### src/rtl/xtea_pkg.sv
package xtea_pkg;

  localparam int unsigned XTEA_ROUNDS = 32;
  localparam logic [31:0] XTEA_DELTA = 32'h9e37_79b9;
  localparam int unsigned KEY_SHIFT = 11;

  localparam int unsigned WORD_W = 32;
  localparam int unsigned KEY_WORDS = 4;
  localparam int unsigned CFG_IDX_W = 2;

  // Configuration register indexes.
  localparam logic [CFG_IDX_W-1:0] REG_KEY_ZERO  = 2'd0;
  localparam logic [CFG_IDX_W-1:0] REG_KEY_ONE   = 2'd1;
  localparam logic [CFG_IDX_W-1:0] REG_KEY_TWO   = 2'd2;
  localparam logic [CFG_IDX_W-1:0] REG_KEY_THREE = 2'd3;

  // Depth of the queue between the front and the back end.
  localparam int unsigned QDEPTH = 2;

  typedef logic [KEY_WORDS-1:0][WORD_W-1:0] key_t;

  typedef enum logic [1:0] {
    OP_READ,
    OP_ENC,
    OP_DEC
  } op_t;

  typedef struct packed {
    op_t               op;
    logic [WORD_W-1:0] first;
    logic [WORD_W-1:0] second;
  } item_t;

  typedef struct packed {
    logic  valid;
    item_t item;
  } q_t;

  typedef enum logic [1:0] {
    ST_IDLE,
    ST_RUN,
    ST_HOLD
  } st_t;

  function automatic logic [WORD_W-1:0] xtea_mix(input logic [WORD_W-1:0] w);
    return ((w << 4) ^ (w >> 5)) + w;
  endfunction

endpackage

### src/rtl/xtea_front.sv
module xtea_front
  import xtea_pkg::*;
(
  input  logic              clk,
  input  logic              rst_n,
  input  logic              in_valid,
  output logic              in_stall,
  input  logic              in_command,
  input  logic              in_mode,
  input  logic [WORD_W-1:0] in_block_first,
  input  logic [WORD_W-1:0] in_block_second,
  output q_t                q_head,
  input  logic              q_pop
);

  localparam int unsigned PTR_W = (QDEPTH > 1) ? $clog2(QDEPTH) : 1;
  localparam int unsigned CNT_W = $clog2(QDEPTH + 1);

  item_t            slot_r [QDEPTH];
  logic [PTR_W-1:0] wr_ptr_r, wr_ptr_nxt;
  logic [PTR_W-1:0] rd_ptr_r, rd_ptr_nxt;
  logic [CNT_W-1:0] cnt_r, cnt_nxt;
  logic             push;
  item_t            new_item;

  assign in_stall = (cnt_r == CNT_W'(QDEPTH));
  assign push     = in_valid && !in_stall;

  // Decode the item into the operation the back end will run.
  always_comb begin
    if (!in_command) begin
      new_item.op = OP_READ;
    end else if (in_mode) begin
      new_item.op = OP_DEC;
    end else begin
      new_item.op = OP_ENC;
    end
    new_item.first  = in_block_first;
    new_item.second = in_block_second;
  end

  always_comb begin
    wr_ptr_nxt = wr_ptr_r;
    rd_ptr_nxt = rd_ptr_r;
    cnt_nxt    = cnt_r;
    if (push) begin
      wr_ptr_nxt = (wr_ptr_r == PTR_W'(QDEPTH - 1)) ? '0 : wr_ptr_r + 1'b1;
    end
    if (q_pop) begin
      rd_ptr_nxt = (rd_ptr_r == PTR_W'(QDEPTH - 1)) ? '0 : rd_ptr_r + 1'b1;
    end
    if (push && !q_pop) begin
      cnt_nxt = cnt_r + 1'b1;
    end else if (!push && q_pop) begin
      cnt_nxt = cnt_r - 1'b1;
    end
  end

  always_ff @(posedge clk) begin
    if (!rst_n) begin
      wr_ptr_r <= '0;
      rd_ptr_r <= '0;
      cnt_r    <= '0;
    end else begin
      wr_ptr_r <= wr_ptr_nxt;
      rd_ptr_r <= rd_ptr_nxt;
      cnt_r    <= cnt_nxt;
    end
  end

  always_ff @(posedge clk) begin
    if (push) begin
      slot_r[wr_ptr_r] <= new_item;
    end
  end

  assign q_head.valid = (cnt_r != '0);
  assign q_head.item  = slot_r[rd_ptr_r];

endmodule

### src/rtl/xtea_back.sv
module xtea_back
  import xtea_pkg::*;
#(
  parameter int unsigned ROUNDS = XTEA_ROUNDS
) (
  input  logic              clk,
  input  logic              rst_n,
  input  key_t              key,
  input  q_t                q_head,
  output logic              q_pop,
  output logic              out_valid,
  input  logic              out_stall,
  output logic [WORD_W-1:0] out_result_first,
  output logic [WORD_W-1:0] out_result_second
);

  localparam int unsigned RND_W = (ROUNDS > 1) ? $clog2(ROUNDS) : 1;
  localparam logic [WORD_W-1:0] DEC_SUM = WORD_W'(64'(XTEA_DELTA) * 64'(ROUNDS));

  st_t               st_r, st_nxt;
  logic [RND_W-1:0]  cnt_r;
  logic [WORD_W-1:0] v0_r, v1_r, s_r;
  logic              dec_r;
  logic [WORD_W-1:0] last_first_r, last_second_r;
  logic              out_valid_r, out_valid_nxt;
  logic [WORD_W-1:0] out_first_r, out_second_r;

  logic              out_free, is_read, last_rnd;
  logic              start, step, fin, fin_emit, rd_emit, hold_emit;

  logic [WORD_W-1:0] s_up, s_dn, enc_v0, enc_v1, dec_v0, dec_v1;
  logic [WORD_W-1:0] rnd_v0, rnd_v1, rnd_s;

  assign out_free = !out_valid_r || !out_stall;
  assign is_read  = (q_head.item.op == OP_READ);
  assign last_rnd = (cnt_r == RND_W'(ROUNDS - 1));

  // One full round per cycle; the direction picks which half goes first.
  always_comb begin
    s_up   = s_r + XTEA_DELTA;
    s_dn   = s_r - XTEA_DELTA;
    enc_v0 = v0_r + (xtea_mix(v1_r) ^ (s_r + key[s_r[1:0]]));
    enc_v1 = v1_r + (xtea_mix(enc_v0) ^ (s_up + key[s_up[KEY_SHIFT+1:KEY_SHIFT]]));
    dec_v1 = v1_r - (xtea_mix(v0_r) ^ (s_r + key[s_r[KEY_SHIFT+1:KEY_SHIFT]]));
    dec_v0 = v0_r - (xtea_mix(dec_v1) ^ (s_dn + key[s_dn[1:0]]));
    rnd_v0 = dec_r ? dec_v0 : enc_v0;
    rnd_v1 = dec_r ? dec_v1 : enc_v1;
    rnd_s  = dec_r ? s_dn : s_up;
  end

  always_comb begin
    st_nxt = st_r;
    case (st_r)
      ST_IDLE: begin
        if (q_head.valid && !is_read) begin
          st_nxt = ST_RUN;
        end
      end
      ST_RUN: begin
        if (last_rnd) begin
          st_nxt = out_free ? ST_IDLE : ST_HOLD;
        end
      end
      ST_HOLD: begin
        if (out_free) begin
          st_nxt = ST_IDLE;
        end
      end
      default: st_nxt = ST_IDLE;
    endcase
  end

  always_comb begin
    start     = 1'b0;
    rd_emit   = 1'b0;
    step      = 1'b0;
    fin       = 1'b0;
    fin_emit  = 1'b0;
    hold_emit = 1'b0;
    case (st_r)
      ST_IDLE: begin
        start   = q_head.valid && !is_read;
        rd_emit = q_head.valid && is_read && out_free;
      end
      ST_RUN: begin
        step     = 1'b1;
        fin      = last_rnd;
        fin_emit = last_rnd && out_free;
      end
      ST_HOLD: begin
        hold_emit = out_free;
      end
      default: begin
        start = 1'b0;
      end
    endcase
  end

  assign q_pop         = start || rd_emit;
  assign out_valid_nxt = fin_emit || rd_emit || hold_emit || (out_valid_r && out_stall);

  always_ff @(posedge clk) begin
    if (!rst_n) begin
      st_r          <= ST_IDLE;
      cnt_r         <= '0;
      out_valid_r   <= 1'b0;
      last_first_r  <= '0;
      last_second_r <= '0;
    end else begin
      st_r        <= st_nxt;
      out_valid_r <= out_valid_nxt;
      if (start) begin
        cnt_r <= '0;
      end else if (step) begin
        cnt_r <= cnt_r + 1'b1;
      end
      if (fin) begin
        last_first_r  <= rnd_v0;
        last_second_r <= rnd_v1;
      end
    end
  end

  always_ff @(posedge clk) begin
    if (start) begin
      v0_r  <= q_head.item.first;
      v1_r  <= q_head.item.second;
      dec_r <= (q_head.item.op == OP_DEC);
      s_r   <= (q_head.item.op == OP_DEC) ? DEC_SUM : '0;
    end else if (step) begin
      v0_r <= rnd_v0;
      v1_r <= rnd_v1;
      s_r  <= rnd_s;
    end
    if (fin_emit) begin
      out_first_r  <= rnd_v0;
      out_second_r <= rnd_v1;
    end else if (rd_emit || hold_emit) begin
      out_first_r  <= last_first_r;
      out_second_r <= last_second_r;
    end
  end

  assign out_valid         = out_valid_r;
  assign out_result_first  = out_first_r;
  assign out_result_second = out_second_r;

endmodule

### src/rtl/xtea_cipher_engine_core.sv
// XTEA block cipher, 64-bit block as two 32-bit words, 128-bit key in four
// configuration words. Items enter a two-entry queue, so a new item is taken
// while the cipher works and while a result waits on the output register.
// A read item (command 0) runs no rounds in the back end; a cipher item is first
// loaded, then run one full round per cycle in the single round unit.
// Every item returns exactly one result.
// Key words are used as they stand, so write them only while the block is idle.
module xtea_cipher_engine_core
  import xtea_pkg::*;
#(
  parameter int unsigned ROUNDS = XTEA_ROUNDS
) (
  input  logic                 clk,
  input  logic                 rst_n,
  input  logic                 in_valid,
  output logic                 in_stall,
  input  logic                 in_command,
  input  logic                 in_mode,
  input  logic [WORD_W-1:0]    in_block_first,
  input  logic [WORD_W-1:0]    in_block_second,
  output logic                 out_valid,
  input  logic                 out_stall,
  output logic [WORD_W-1:0]    out_result_first,
  output logic [WORD_W-1:0]    out_result_second,
  input  logic                 cfg_wr_en,
  input  logic [CFG_IDX_W-1:0] cfg_index,
  input  logic [WORD_W-1:0]    cfg_wdata
);

  key_t key_r;
  q_t   q_head;
  logic q_pop;

  always_ff @(posedge clk) begin
    if (!rst_n) begin
      key_r <= '0;
    end else if (cfg_wr_en) begin
      case (cfg_index)
        REG_KEY_ZERO:  key_r[0] <= cfg_wdata;
        REG_KEY_ONE:   key_r[1] <= cfg_wdata;
        REG_KEY_TWO:   key_r[2] <= cfg_wdata;
        REG_KEY_THREE: key_r[3] <= cfg_wdata;
        default:       key_r    <= key_r;
      endcase
    end
  end

  xtea_front u_front (
    .clk             (clk),
    .rst_n           (rst_n),
    .in_valid        (in_valid),
    .in_stall        (in_stall),
    .in_command      (in_command),
    .in_mode         (in_mode),
    .in_block_first  (in_block_first),
    .in_block_second (in_block_second),
    .q_head          (q_head),
    .q_pop           (q_pop)
  );

  xtea_back #(
    .ROUNDS (ROUNDS)
  ) u_back (
    .clk               (clk),
    .rst_n             (rst_n),
    .key               (key_r),
    .q_head            (q_head),
    .q_pop             (q_pop),
    .out_valid         (out_valid),
    .out_stall         (out_stall),
    .out_result_first  (out_result_first),
    .out_result_second (out_result_second)
  );

  // The back end never takes an item from an empty queue.
  a_pop_needs_item: assert property (@(posedge clk) disable iff (!rst_n)
    q_pop |-> q_head.valid)
    else $error("item popped from an empty queue");

  // The front only pushes back when it holds items.
  a_stall_only_full: assert property (@(posedge clk) disable iff (!rst_n)
    in_stall |-> q_head.valid)
    else $error("input stalled while the queue is empty");

  // No result is offered right after reset.
  a_reset_clears_out: assert property (@(posedge clk)
    !rst_n |=> !out_valid)
    else $error("result valid right after reset");

endmodule

### config.mk
export PLATFORM = sky130hd
export DESIGN_NAME = xtea_cipher_engine_core
export DESIGN_NICKNAME = d
export VERILOG_FILES = /design/src/rtl/xtea_pkg.sv /design/src/rtl/xtea_front.sv /design/src/rtl/xtea_back.sv /design/src/rtl/xtea_cipher_engine_core.sv
export SDC_FILE = /design/constraint.sdc
export NUM_CORES = 2
export LEC_CHECK = 0
export ABC_AREA = 1
export BUFFER_PORTS_ARGS = -buffer_cell sky130_fd_sc_hd__buf_2
export CORE_ASPECT_RATIO = 1.5
export CORE_MARGIN = 4
export CORE_UTILIZATION = 47
export DETAILED_ROUTE_END_ITERATION = 10
export PLACE_DENSITY = 0.68
export REMOVE_ABC_BUFFERS = 1
export SYNTH_ARGS = -nofsm -noshare
export SYNTH_HDL_FRONTEND = slang
export SYNTH_HIERARCHICAL = 1
export SYNTH_SLANG_ARGS = --single-unit
### constraint.sdc
create_clock -name clk -period 11.7 [get_ports clk]
set_input_delay 1.17 -clock clk [delete_from_list [all_inputs] [get_ports clk]]
set_output_delay 1.17 -clock clk [all_outputs]
set_load 0.05 [all_outputs]
# After elaboration in Yosys (flattened, before gate mapping)
# Memory sizes are Yosys's and may differ from the RTL's. A register that Yosys moved wholly into a read port is not among the register bits.
# Cells that the tools add are included.
[totals] register_bits=365 latch_bits=0 ramBits=132 romBits=0 in_bits=105 output_inout_bits=66 n_memories=1
[memory_table] name="u_front.slot_r" words=2 word_bits=66 rd=1 rd_clocked_by_memory_dff=1 wr=1 line_no="xtea_front.sv:19" text="item_t slot_r [QDEPTH];"
[op_classes] add_sub_neg=19 multipliers=0 n_div=0 order_cmp=4 eq_ne=11 shift=0 n_mux=43 bitwise=9 n_reduce_logical=33
[ops] operator="2-to-1 mux 32 bit" count=18
[ops] operator="adder 32 bit" count=10
[ops] operator="binary-select mux 32 bit (select 2 bit)" count=4
[ops] operator="XOR 32 x 27 -> 32 bit" count=4
[ops] operator="XOR 32 bit" count=4
[ops] operator="subtractor 32 bit" count=2
[ops] operator="adder 32 bit, second input constant" count=1
[ops] operator="subtractor 32 bit, second input constant" count=1
[ops] operator="2-to-1 mux 2 bit" count=8
[ops] operator="less-than comparator 2 x 3 -> 1 bit, second input constant" count=4
[ops] operator="2-to-1 mux 1 bit" count=12
[ops] operator="== test 2 bit, second input constant" count=5
[ops] operator="logical AND 1 bit" count=8
[ops] operator="AND reduction 2 bit" count=4
[ops] operator="nonzero test 2 bit" count=4
[ops] operator="zero test 1 bit" count=6
[ops] operator="zero test 2 bit" count=3
[ops] operator="logical OR 1 bit" count=6
[ops] operator="inequality test 2 x 1 -> 1 bit, second input constant" count=3
[ops] operator="case mux 2 bit (3 select lines)" count=1
[ops] operator="adder 5 x 1 -> 5 bit, second input constant" count=1
[ops] operator="== test 5 bit, second input constant" count=1
[ops] operator="== test 2 x 1 -> 1 bit, second input constant" count=2
[ops] operator="AND reduction 3 bit" count=1
[ops] operator="other kinds (5)" count=6

# Longest topological paths before layout
[logic_depth] depth_word=12 ltp_mapped=59 mapped_depth_nobuf=57

# Cells and area by module
# Netlist, hierarchy kept.
[by_module_without_submodules] mod="xtea_back" n_inst=1 cells_per_inst=5497 area_each_um2=36004.5
[by_module_without_submodules] mod="xtea_cipher_engine_core" n_inst=1 cells_per_inst=819 area_each_um2=5295.1
[by_module_without_submodules] mod="xtea_front" n_inst=1 cells_per_inst=245 area_each_um2=5172.5

# Least setup slack after synthesis
# Ideal clock, no wire load.
[synth_timing] path_kind="reg-to-reg" startpoint="register u_back.s_r[0]" endpoint="register u_back.v1_r[31] (data pin)" setup_ns=0.252 t_arrival_ns=8.144 required_time_ns=11.448 setup_slack_ns=3.304 path_stages_with_launch=54 n_path_buf=5 period_less_slack_ns=8.396 path_cell_list="edfxtp_1 buf_4 inv_4 clkbuf_1 clkbuf_1 clkbuf_1 nand2_1 a21oi_1 ha_1 inv_1 fa_1 or2_1 nand2_1 a21o_1 a21boi_1 o21ai_0 a31oi_1 o21ai_0 [18 not listed] nand2_1 nand2_1 nand2_1 nand3_1 nand2_1 xor2_1 xor2_1 ha_1 nand2_1 nor2_1 a211oi_1 o21ai_0 a31oi_1 nand3_1 nand3_1 nand2_1 nand2_1 nand2_1"
[synth_between] elab_chain_len=12
[synth_rtl] item="start: declaration" line_no="xtea_back.sv:22" text="logic [WORD_W-1:0] v0_r, v1_r, s_r;"
[synth_rtl] item="start signal: assignment" line_no="xtea_back.sv:129" text="s_r <= (q_head.item.op == OP_DEC) ? DEC_SUM : '0;"
[synth_rtl] item="start signal: assignment" line_no="xtea_back.sv:133" text="s_r <= rnd_s;"
[synth_rtl] item="binary-select mux 32 bit (select 2 bit)" line_no="xtea_back.sv:42" text="enc_v0 = v0_r + (xtea_mix(v1_r) ^ (s_r + key[s_r[1:0]]));"
[synth_rtl] item="2-to-1 mux 32 bit (not written as such)" line_no="xtea_back.sv:42"
[synth_rtl] item="adder 32 bit" line_no="xtea_back.sv:42"
[synth_rtl] item="XOR 32 bit" line_no="xtea_back.sv:42"
[synth_rtl] item="adder 32 bit" line_no="xtea_back.sv:42"
[synth_rtl] item="XOR 32 x 27 -> 32 bit" line_no="xtea_pkg.sv:46" text="return ((w << 4) ^ (w >> 5)) + w;"
[synth_rtl] item="adder 32 bit" line_no="xtea_pkg.sv:46"
[synth_rtl] item="XOR 32 bit" line_no="xtea_back.sv:43" text="enc_v1 = v1_r + (xtea_mix(enc_v0) ^ (s_up + key[s_up[KEY_SHIFT+1:KEY_SHIFT]]));"
[synth_rtl] item="adder 32 bit" line_no="xtea_back.sv:43"
[synth_rtl] item="2-to-1 mux 32 bit (*)" line_no="xtea_back.sv:47" text="rnd_v1 = dec_r ? dec_v1 : enc_v1;"
[synth_rtl] item="2-to-1 mux 32 bit (*)" line_no="xtea_back.sv:130" text="end else if (step) begin"
[synth_rtl] item="2-to-1 mux 32 bit (*)" line_no="xtea_back.sv:125" text="if (start) begin"
[synth_rtl] item="end signal: assignment" line_no="xtea_back.sv:127" text="v1_r <= q_head.item.second;"
[synth_rtl] item="end signal: assignment" line_no="xtea_back.sv:132" text="v1_r <= rnd_v1;"
[synth_rtl] item="end: declaration" line_no="xtea_back.sv:22"
# Every way passes the cells marked *; elsewhere a longest branch is shown, timed or not. The select of a mux whose other input is x is not followed.
# A chain may end at the register's enable or synchronous reset.

# Worst setup path after layout
[layout_timing] startpoint="register u_back.s_r[1]" endpoint="register u_back.v1_r[31] (data pin)"
# The elaborated chain is that of the path after synthesis.

==> run summary <==
Num CTS Buffers - 49
Worst hold start - u_back/last_second_r[0]
Setup violators final - 0
Critical path arrival - 11.56 ns
Die height - 393 um
Post-CTS setup buffer count - 0
Fmax - 89.5 MHz
Initial Util - 0.473
Initial DRT Pass Iterations - 7
Clk sink count - 498
Drt first-iter violations - 4507
Global-route usage over all layers - 0.337
Reg2reg end - u_back/v1_r[31]
Latest clock arrival within the worst-skew pair - 0.65 ns
CP Launch Type - register
Status - finished, final reports clean
Number of global-route vias before repair - 43300
Row count - 141
Total grt overflow - 0
Initial antenna violation count - 0
Ys flop type - edfxtp_1
Yosys reg bits - 498
Crit-path slowest cell - xor2_1
Input/output buffers - 170
Chip Width - 265 um
Vias per inst - 5.73
Max Transition Viols Final - 0
Commonest non-fill, non-tap cell in the layout - nand2_1
# DRC - 0
Worst r2r src - u_back/s_r[1]
FFs w/ async S/R, synth - 0
Final hold vios - 0
Commonest cells after routing, fill and taps aside - nand2_1, inv_1, a21oi_1
Max_cap viols - 0
Worst Path Max Fanout - 16
Nets - 7132
CP peak stage delay - 0.81 ns
HPWL Detailed - 149000 um
Longest Clk Path Bufs - 3
CTS tree - built
I/O pin count - 171
Cells after Synth - 6561
Layout fillers - 9882
R2R depth - 43
H-tree depth - 2
Critical path required time - 12.09 ns
Area growth, synth to finish - 7.88%
Synthesized area per cell - 7.08 um2
HP Class - register to register
Via count - 45600
Post-layout minimum cycle time - 11.18 ns
Top cell type's share of synthesized area - 0.189
Least-Margin Pin Slew - 1.17 ns
Clock root buffer - clkbuf_16
Max Clock Skew - 0.0331 ns
Core box area - 98300 um2
Routability cong. - 1.05
Routed WL - 184000 um
Sequential area share after synthesis - 0.278
Rel. slew slack - 0.217
DIE AREA - 104000 um2
Routed WL per cell - 23.1 um
Setup TNS - 0 ns
Hold path depth - 2
Synth Cell Area - 46500 um2
Setup CP Type - register to register
ANT nets after route - 0
Post-synth EDFFs - 293
Synth area leader - edfxtp_1
Most frequent CP cell - nand2_1
Largest net degree at the start of global routing - 94
Clock-pin slew on the worst setup and hold paths - 0.07 ns
Unrepaired setup endpoints after global routing - false
Crit end category - register
First-pass GRT wire length - 266000 um
Synth area leaders - edfxtp_1, nand2_1, ha_1
Yosys warns - 6
Final period util - 0.955
Layout cells sized above 1 - 0.0747
Library cells used by synthesis - 72
Worst hold path endpoint - u_back/last_second_r[0]
Reg2Reg Setup Slack - 0.52 ns
## state kept, by name, summed over array words and instances, names as in the netlist, 2 cells and up, named ones only
signal	cells
u_front/slot_r	132
u_back/out_result_second	32
key_r	128
u_back/last_second_r	32
u_back/cnt_r	5
u_back/st_r	2
u_back/v1_r	32
u_front/cnt_r	2
u_back/last_first_r	32
u_back/s_r	32
u_back/out_result_first	32
u_back/v0_r	32
## final cells by class
class	count	area, um2	area share
clock inverters	24	203	0.00404
well taps	1287	1610	0.0321
diodes	1	2.50	0.0000499
clock buffers	65	1380	0.0275
inverters	817	3070	0.0613
repair buffers	233	1330	0.0265
multi-input cells	5027	29600	0.591
flip-flops and latches	498	12900	0.257
## per-stage QoR
stage | instances | worst slack, ns | instance area, um2 | hold WS, ns | util
after floorplan | 6342 | 2.39 | 45500 | 0.424 | -
after global placement | 7862 | 0.804 | 48500 | 0.436 | 0.494
after detailed placement | 7862 | 0.615 | 48500 | 0.449 | 0.494
after CTS | 7951 | 0.608 | 50100 | 0.452 | 0.510
after global routing | 7951 | 0.0862 | 50100 | 0.480 | 0.510
final | 7952 | 0.523 | 50100 | 0.455 | 0.510
## kinds of logic after synthesis
group                    Yosys count  share of synthesized area
XOR/XNOR                         576                      0.110
AO/OA/AOI/OAI                   1606                      0.191
multiplexers                      66                     0.0192
flip-flops                       498                      0.278
AND/OR/NAND/NOR                 2378                      0.206
buffers and inverters           1036                     0.0862
adder cells (fa/ha/maj)          401                      0.110
## cell usage after synthesis, drive strengths merged (2+ instances only)
cell type and number:
a211oi 8, a21boi 21, a21o 46, a21oi 731, a221oi 6, a31o 12
a31oi 63, a32oi 3, and2 6, and3 4, buf 63, clkbuf 156
clkinv 3, dfxtp 205, edfxtp 293, fa 12, ha 389, inv 814
mux2 66, nand2 1446, nand3 206, nand3b 7, nand4 29, nor2 597
nor3 51, nor4 14, o211a 2, o211ai 47, o21a 23, o21ai 577
o21bai 26, o221ai 7, o22ai 23, o311ai 2, o31ai 5, or2 16
xnor2 146, xor2 429
## per-layer routing
layer	vias up	track usage	wire length, um
met2	1819	0.585	87700
met5	-	0	0
met3	527	0.0402	11700
met4	0	0.208	13700
met1	21300	0.396	70600
li1	21900	-	-
## timing repair
item,in CTS,in global routing
gates resized for setup,0,2
hold endpoints to repair,0,0
endpoints found under the setup margin,0,4
hold buffers,0,0
## how the worst max path moves through the flow
stage                   startpoint                      endpoint  slack (ns)  cells after the start
floorplan            u_back/s_r[0]  u_back/out_result_second[26]        2.39                     47
global placement     u_back/s_r[1]  u_back/out_result_second[26]        0.80                     45
detailed placement   u_back/s_r[1]               u_back/v1_r[30]        0.62                     47
CTS                  u_back/s_r[1]               u_back/v1_r[30]        0.61                     47
global route        u_back/s_r[11]   u_back/out_result_first[31]        0.09                     48
finish               u_back/s_r[1]               u_back/v1_r[31]        0.52                     43
## critical path: cells and delay by family (launching register included)
kind | cells | cell delay [ns]
xor gates and xnor gates | 6 | 1.79
AOI/OAI and AO/OA | 17 | 4.19
buffers and inverters | 2 | 0.51
DFF | 1 | 0.75
and+or+nand+nor | 13 | 1.84
adders and majority gates | 5 | 1.81
Power is left out: the tool's default activity adds up to more than one toggle a clock period on the data nets, which glitch-free logic cannot reach.
